===== config.mk =====
export PLATFORM = sky130hd
export DESIGN_NAME = double_ended_queue
export DESIGN_NICKNAME = d
export VERILOG_FILES = /design/src/hw/rtl/deq_pkg.sv /design/src/hw/rtl/double_ended_queue.sv /design/src/hw/rtl/deq_ram.sv
export SDC_FILE = /design/constraint.sdc
export NUM_CORES = 1
export LEC_CHECK = 0
export ABC_AREA = 1
export BUFFER_PORTS_ARGS = -buffer_cell sky130_fd_sc_hd__buf_2
export CORE_MARGIN = 4
export CORE_UTILIZATION = 45
export CTS_BUF_LIST = sky130_fd_sc_hd__clkbuf_4 sky130_fd_sc_hd__clkbuf_8
export CTS_CLUSTER_DIAMETER = 50
export DETAILED_ROUTE_END_ITERATION = 8
export PLACE_DENSITY_LB_ADDON = 0.12
export SYNTH_ARGS = -nofsm -noshare
export SYNTH_HDL_FRONTEND = slang
export SYNTH_SLANG_ARGS = --single-unit

===== constraint.sdc =====
create_clock -name clk_i -period 5.7 [get_ports clk_i]
set_input_delay 0.855 -clock clk_i [delete_from_list [all_inputs] [get_ports clk_i]]
set_output_delay 0.855 -clock clk_i [all_outputs]
set_load 0.02 [all_outputs]

===== src/hw/rtl/deq_pkg.sv =====
package deq_pkg;

  localparam int Depth = 32;
  localparam int IdxW  = $clog2(Depth);
  localparam int CntW  = $clog2(Depth + 1);
  localparam int WordW = 32;
  localparam int FillW = 6;

  typedef logic [IdxW-1:0] idx_t;
  typedef logic [CntW-1:0] cnt_t;

  typedef enum logic [2:0] {
    ActPushBack  = 3'd0,
    ActPushFront = 3'd1,
    ActPopFront  = 3'd2,
    ActPopBack   = 3'd3,
    ActClear     = 3'd4,
    ActDump      = 3'd5
  } action_e;

  typedef enum logic [1:0] {
    StOk    = 2'd0,
    StEmpty = 2'd1,
    StFull  = 2'd2
  } status_e;

  typedef struct packed {
    logic [2:0]              action;
    logic signed [WordW-1:0] word_in;
  } in_beat_t;

  typedef struct packed {
    logic [1:0]              status;
    logic signed [WordW-1:0] word_out;
    logic [FillW-1:0]        fill;
    logic                    last;
  } out_beat_t;

  // Ring position of the entry that lies off entries behind idx.
  function automatic idx_t wrap_add(idx_t idx, cnt_t off);
    logic [IdxW:0] sum;
    sum = {1'b0, idx} + (IdxW + 1)'(off);
    if (sum >= (IdxW + 1)'(Depth)) begin
      sum = sum - (IdxW + 1)'(Depth);
    end
    return sum[IdxW-1:0];
  endfunction

endpackage


===== src/hw/rtl/double_ended_queue.sv =====
// Bounded double-ended queue of signed 32-bit words kept in a ring memory.
// The input channel carries one action per beat: push back, push front,
// pop front, pop back, clear or dump. The output channel returns result
// beats with a status, a word, the fill after the action and a last flag.
// Push, pop and clear give one result beat in the cycle after acceptance, and
// such actions can be accepted in every cycle while the output drains.
// A dump of n held words gives n beats: it first enters its dump state and
// issues the first memory read, then gives one beat per cycle while the
// receiver does not stall; the single read port of the ring memory sets that
// pace. No new action is accepted until the final dump beat has been loaded.
// A push onto a full queue is refused with status full, and a pop or dump
// of an empty queue reports status empty with an unchanged state.
// Reset empties the queue and the output register at once; the memory
// contents are not cleared, since only held entries are ever read.
// While the receiver stalls, the output beat holds and the block stops
// taking new actions once its single output register is full.
module double_ended_queue (
  input  logic                clk_i,
  input  logic                rst_ni,
  input  logic                in_valid_i,
  output logic                in_stall_o,
  input  deq_pkg::in_beat_t   in_beat_i,
  output logic                out_valid_o,
  input  logic                out_stall_i,
  output deq_pkg::out_beat_t  out_beat_o
);
  import deq_pkg::*;

  typedef enum logic {
    StIdle,
    StDump
  } state_e;

  state_e    state_q, state_d;
  idx_t      front_q, front_d;
  cnt_t      count_q, count_d;
  cnt_t      rd_off_q, rd_off_d;
  logic      rd_pend_q, rd_pend_d;
  logic      pend_last_q, pend_last_d;
  logic      out_valid_q, out_valid_d;
  out_beat_t out_q, out_d;

  logic             out_free;
  logic             in_accept;
  logic             ram_we;
  idx_t             ram_waddr;
  logic             ram_re;
  idx_t             ram_raddr;
  logic [WordW-1:0] ram_rdata;
  logic             loaded;

  assign out_free   = !out_valid_q || !out_stall_i;
  assign in_stall_o = !((state_q == StIdle) && out_free);
  assign in_accept  = in_valid_i && !in_stall_o;

  always_comb begin
    state_d     = state_q;
    front_d     = front_q;
    count_d     = count_q;
    rd_off_d    = rd_off_q;
    rd_pend_d   = rd_pend_q;
    pend_last_d = pend_last_q;
    out_valid_d = out_valid_q && out_stall_i;
    out_d       = out_q;
    ram_we      = 1'b0;
    ram_waddr   = front_q;
    ram_re      = 1'b0;
    ram_raddr   = front_q;
    loaded      = 1'b0;

    case (state_q)
      StIdle: begin
        if (in_accept) begin
          out_valid_d    = 1'b1;
          out_d.status   = StOk;
          out_d.word_out = '0;
          out_d.last     = 1'b1;
          case (action_e'(in_beat_i.action))
            ActPushBack: begin
              if (count_q == CntW'(Depth)) begin
                out_d.status = StFull;
              end else begin
                ram_we    = 1'b1;
                ram_waddr = wrap_add(front_q, count_q);
                count_d   = count_q + CntW'(1);
              end
            end
            ActPushFront: begin
              if (count_q == CntW'(Depth)) begin
                out_d.status = StFull;
              end else begin
                front_d   = (front_q == '0) ? IdxW'(Depth - 1) : front_q - IdxW'(1);
                ram_we    = 1'b1;
                ram_waddr = front_d;
                count_d   = count_q + CntW'(1);
              end
            end
            ActPopFront: begin
              if (count_q == '0) begin
                out_d.status = StEmpty;
              end else begin
                front_d = wrap_add(front_q, CntW'(1));
                count_d = count_q - CntW'(1);
              end
            end
            ActPopBack: begin
              if (count_q == '0) begin
                out_d.status = StEmpty;
              end else begin
                count_d = count_q - CntW'(1);
              end
            end
            ActClear: begin
              front_d = '0;
              count_d = '0;
            end
            ActDump: begin
              if (count_q == '0) begin
                out_d.status = StEmpty;
              end else begin
                out_valid_d = out_valid_q && out_stall_i;
                state_d     = StDump;
                rd_off_d    = '0;
                rd_pend_d   = 1'b0;
              end
            end
            default: begin
            end
          endcase
          out_d.fill = FillW'(count_d);
        end
      end
      StDump: begin
        if (rd_pend_q && out_free) begin
          loaded         = 1'b1;
          out_valid_d    = 1'b1;
          out_d.status   = StOk;
          out_d.word_out = ram_rdata;
          out_d.fill     = FillW'(count_q);
          out_d.last     = pend_last_q;
          rd_pend_d      = 1'b0;
          if (pend_last_q) begin
            state_d = StIdle;
          end
        end
        if ((rd_off_q < count_q) && (!rd_pend_q || loaded)) begin
          ram_re      = 1'b1;
          ram_raddr   = wrap_add(front_q, rd_off_q);
          rd_off_d    = rd_off_q + CntW'(1);
          rd_pend_d   = 1'b1;
          pend_last_d = (rd_off_q == count_q - CntW'(1));
        end
      end
      default: begin
        state_d = StIdle;
      end
    endcase
  end

  always_ff @(posedge clk_i or negedge rst_ni) begin
    if (!rst_ni) begin
      state_q     <= StIdle;
      front_q     <= '0;
      count_q     <= '0;
      rd_off_q    <= '0;
      rd_pend_q   <= 1'b0;
      pend_last_q <= 1'b0;
      out_valid_q <= 1'b0;
    end else begin
      state_q     <= state_d;
      front_q     <= front_d;
      count_q     <= count_d;
      rd_off_q    <= rd_off_d;
      rd_pend_q   <= rd_pend_d;
      pend_last_q <= pend_last_d;
      out_valid_q <= out_valid_d;
    end
  end

  always_ff @(posedge clk_i) begin
    out_q <= out_d;
  end

  deq_ram #(
    .Width (WordW),
    .Depth (Depth)
  ) u_ring (
    .clk_i   (clk_i),
    .we_i    (ram_we),
    .waddr_i (ram_waddr),
    .wdata_i (in_beat_i.word_in),
    .re_i    (ram_re),
    .raddr_i (ram_raddr),
    .rdata_o (ram_rdata)
  );

  assign out_valid_o = out_valid_q;
  assign out_beat_o  = out_q;

endmodule


===== src/hw/rtl/deq_ram.sv =====
module deq_ram #(
  parameter int Width = 32,
  parameter int Depth = 32
) (
  input  logic                     clk_i,
  input  logic                     we_i,
  input  logic [$clog2(Depth)-1:0] waddr_i,
  input  logic [Width-1:0]         wdata_i,
  input  logic                     re_i,
  input  logic [$clog2(Depth)-1:0] raddr_i,
  output logic [Width-1:0]         rdata_o
);

  logic [Width-1:0] mem_q [Depth];
  logic [Width-1:0] rdata_q;

  always_ff @(posedge clk_i) begin
    if (we_i) begin
      mem_q[waddr_i] <= wdata_i;
    end
    if (re_i) begin
      rdata_q <= mem_q[raddr_i];
    end
  end

  assign rdata_o = rdata_q;

endmodule

==> results.txt <==
- The flow ran to the end, and the final reports show no timing, DRC or antenna violations.
* Library cell contributing the largest single delay on the critical path: sky130_fd_sc_hd__inv_2
- IO buf count: 81
- The first routing iteration left 3,318 violations.
- After the last flow step, the layout net total stands at 5,100.
- Entering global routing, the biggest net connects 97 pins.
- The number of hold buffers added after CTS was 1.
* Power density over the cells: 594 nW/um^2
* Initial core utilization: 45.4%
- For this run, the leading register cell type out of synthesis is sky130_fd_sc_hd__edfxtp_1.
- Hold Path Class: in2reg
* Leakage power of the design: 24.3 nW
* Overall die height: 340 microns
- Headroom to the max-slew limit came out at 40.1%.
- At the pin with the least slew margin, the transition time is 0.897 ns.
- Post-DP HPWL: 83.1 mm
- No sink is reached through more buffers than the 3 on the longest clock path.
- Summing internal, switching and leakage power gives 0.0332 W.
* Ys Warns: 0
- The worst path needs 4.41 ns of the cycle, external delays included.
- In this run the remaining antenna-violating nets after routing total 0.
* Global placer's final weighted congestion: 0.853
- Gate count of the mapped netlist: 4,895
- Grt total ovfl: 0
* Mean routed wirelength per cell: 21.6 microns
- Top Family by Delay on Critical Path: simple AND/OR/NAND/NOR gates
- Register clock-pin slew on the reported worst setup and hold paths: 0.06 ns
- In the layout the commonest cells are 1,206 x sky130_fd_sc_hd__nand2_1, 1,111 x sky130_fd_sc_hd__inv_1, 1,097 x sky130_fd_sc_hd__edfxtp_1.
- Cell at the root of the clock tree: sky130_fd_sc_hd__clkbuf_8
- CTS built an H-tree with a depth of 4.
- Leaving out fill and tap cells, the most frequent cell in the layout is sky130_fd_sc_hd__nand2_1.
* Maximum fanout along the worst path: 43
* Detailed-route vias per instance: 5.07
* Period utilization: 77.4%
- DRC violations left: 0
- Tightest hold margin: 0.353 ns
* Total via count in the routed design: 33,834
- Average footprint of a synthesized cell: 10.1 sq um
- Crit path required time: 6.42 ns
* Final hold viol count: 0
* Number of top-level design ports: 82
- Critical-path cell list: inv_1 > ha_1 > nand2_1 > nand3_1 > nor2_2 > nand3_1 > inv_2 > nand2_1 > nand2_4 > buf_12 > buf_12 > nand3_1 > nand3_1 > nand3_1 > nand2_1 > nand2_1 > nand2_1
- The core region is 109,000 sq um.
* Number of instances resized during post-cts repair: 0
- For the final routed database, the setup TNS stands at 0 ns.
* Delay of the slowest critical-path stage: 0.64 ns
- STA puts the critical path data arrival time at 5.14 ns.
- Worst-skew pair later-pin latency: 0.86 ns
* CTS tree: built
- Setup repair after global routing left no endpoint under its margin.
* Total GRT Usage: 24.7%
- The clock net in this run drives a total of 1,118 sinks.
- Startpoint types: flop
- The tool flagged a number of max-cap violations equal to 0.
- Horizontal die dimension: 340 microns
- Worst path buffer plus inverter count: 4
- The area growth from synthesis to layout is 12.8%.
* Number of buffers added for setup after CTS: 0
- IR analysis of the VDD net gives a maximum drop of 0.000690 V.
- Layout cell share with drive strength beyond 1: 10.4%
- Total length of routed wires: 144 mm
- Post-synth net total: 4,955
- Crit end category: flop
- Setup violation total in the final timing report: 0
- Seq/Total Area, Yosys: 67.5%
- Global-route wire length before repair: 212 mm
* Pre-Repair DR Iteration Count: 5
* Setup skew after layout: 0.0459 ns
- Via count of the first global-routing pass: 32,092
- Flip-flop and latch count after synthesis: 1,118
* Startpoint of the lowest-slack hold path: in_valid_i
* Crit Path Class: reg2reg
* Die footprint: 116,000 sq um
- In this run, synthesis inferred 1,097 flip-flops with an integrated enable.
- Worst reg2reg path startpoint: count_q[5]
* Number of cell rows: 121
- Crit. Startpoint: count_q[5]
* Proportion of synthesized flip-flops having asynchronous set or reset: 1.88%
- Number of CTS-inserted buffers: 189
* Synthesized area: 49,600 sq um
* Max-slew violation count: 0
- Number of unique standard cell types used by synthesis: 38
- Timing would allow up to 227 MHz.
* Antenna violations before repair: 7
==> worst paths after layout <==
check	endpoint	slack [ns]	cells after the start
min reg2reg	out_beat_o[8]	0.50	2
min in group asynchronous	count_q[3]	0.56	2
max	u_ring.rdata_o[23]	1.29	17
max in group asynchronous	state_q	4.72	2
max reg2reg	u_ring.rdata_o[23]	1.29	17
min	out_valid_o	0.35	3
==> sequential cells by signal, indices dropped and copies added (netlist names), 5 cells and up <==
name,count
u_ring.mem_q,1024
out_beat_o,41
u_ring.rdata_o,32
count_q,6
rd_off_q,6
front_q,5
==> report_power, final <==
group / internal (W) / switching (W) / total (W) / leakage, nW
Combinational: 0.00460 / 0.0116 / 0.0162 / 12.2
Clock: 0.00364 / 0.00329 / 0.00694 / 1.91
Sequential: 0.00970 / 0.000402 / 0.0101 / 10.2
Total: 0.0179 / 0.0153 / 0.0332 / 24.3
==> through the flow <==
step                instance area, sq um  std cells  setup WS, ns  util, %
CTS                                55900       6664          1.36     51.2
global placement                   52300       6324          1.21     47.9
global route                       55900       6666         0.989     51.2
detailed placement                 52300       6324          1.23     47.9
finish                             55900       6668          1.29     51.2
floorplan                          49600       4895          1.24        -
==> Yosys cell counts, types with 2 or more instances <==
cell                       number  area share, %
sky130_fd_sc_hd__nor3_1         6          0.061
sky130_fd_sc_hd__o21ai_0       33           0.33
sky130_fd_sc_hd__nand4_1        3          0.038
sky130_fd_sc_hd__inv_1       1112            8.4
sky130_fd_sc_hd__xnor2_1        3          0.053
sky130_fd_sc_hd__a22oi_1        5          0.076
sky130_fd_sc_hd__nand3_1     1022             10
sky130_fd_sc_hd__nand2_1     1212            9.2
sky130_fd_sc_hd__o211ai_1       3          0.045
sky130_fd_sc_hd__inv_2          4          0.030
sky130_fd_sc_hd__o21a_1         2          0.030
sky130_fd_sc_hd__o21ai_1        2          0.020
sky130_fd_sc_hd__nor2_1        64           0.48
sky130_fd_sc_hd__a31oi_1        3          0.038
sky130_fd_sc_hd__ha_1          19           0.48
sky130_fd_sc_hd__or2_2          2          0.025
sky130_fd_sc_hd__buf_4          6          0.091
sky130_fd_sc_hd__fa_1           2          0.081
sky130_fd_sc_hd__xor2_1        10           0.18
sky130_fd_sc_hd__buf_1         18           0.14
sky130_fd_sc_hd__a21oi_1       21           0.21
sky130_fd_sc_hd__edfxtp_1    1097             66
sky130_fd_sc_hd__buf_2        137            1.4
sky130_fd_sc_hd__dfrtp_1       21            1.1
sky130_fd_sc_hd__clkbuf_1      75           0.57
==> area by class of cell <==
class | count | area, sq um
well taps | 1476 | 1850
repair buffers | 190 | 1650
inverters | 1116 | 4200
multi-input cells | 2425 | 11200
diodes | 4 | 10.0
clock inverters | 82 | 498
clock buffers | 257 | 3110
fillers | 9921 | 53200
flip-flops and latches | 1118 | 33500
==> worst reg2reg max path: stages (launching register included) <==
cell and delay, ns:
sky130_fd_sc_hd__dfrtp_1 0.47, sky130_fd_sc_hd__inv_1 0.12, sky130_fd_sc_hd__ha_1 0.32, sky130_fd_sc_hd__nand2_1 0.07, sky130_fd_sc_hd__nand3_1 0.07, sky130_fd_sc_hd__nor2_2 0.14
sky130_fd_sc_hd__nand3_1 0.44, sky130_fd_sc_hd__inv_2 0.65, sky130_fd_sc_hd__nand2_1 0.19, sky130_fd_sc_hd__nand2_4 0.40, sky130_fd_sc_hd__buf_12 0.29, sky130_fd_sc_hd__buf_12 0.28
sky130_fd_sc_hd__nand3_1 0.17, sky130_fd_sc_hd__nand3_1 0.10, sky130_fd_sc_hd__nand3_1 0.15, sky130_fd_sc_hd__nand2_1 0.15, sky130_fd_sc_hd__nand2_1 0.18, sky130_fd_sc_hd__nand2_1 0.10
==> routing by layer <==
metal	GRT usage [%]	vias up	part of all wire, %
met5	0	-	0.0090
met4	8.59	2	3.0
met3	4.64	210	7.6
met2	38.8	1220	46
met1	34.6	16319	43
li1	-	16083	-
==> kinds of logic after synthesis <==
logic type               count (synthesis)  share of synthesized area, %
XOR/XNOR                                14                         0.262
AO/OA/AOI/OAI                           77                         0.898
buffers and inverters                 1352                          10.6
flip-flops                            1118                          67.5
adder cells (fa/ha/maj)                 21                         0.560
AND/OR/NAND/NOR                       2313                          20.2
Power figures use the tool's default switching activity.
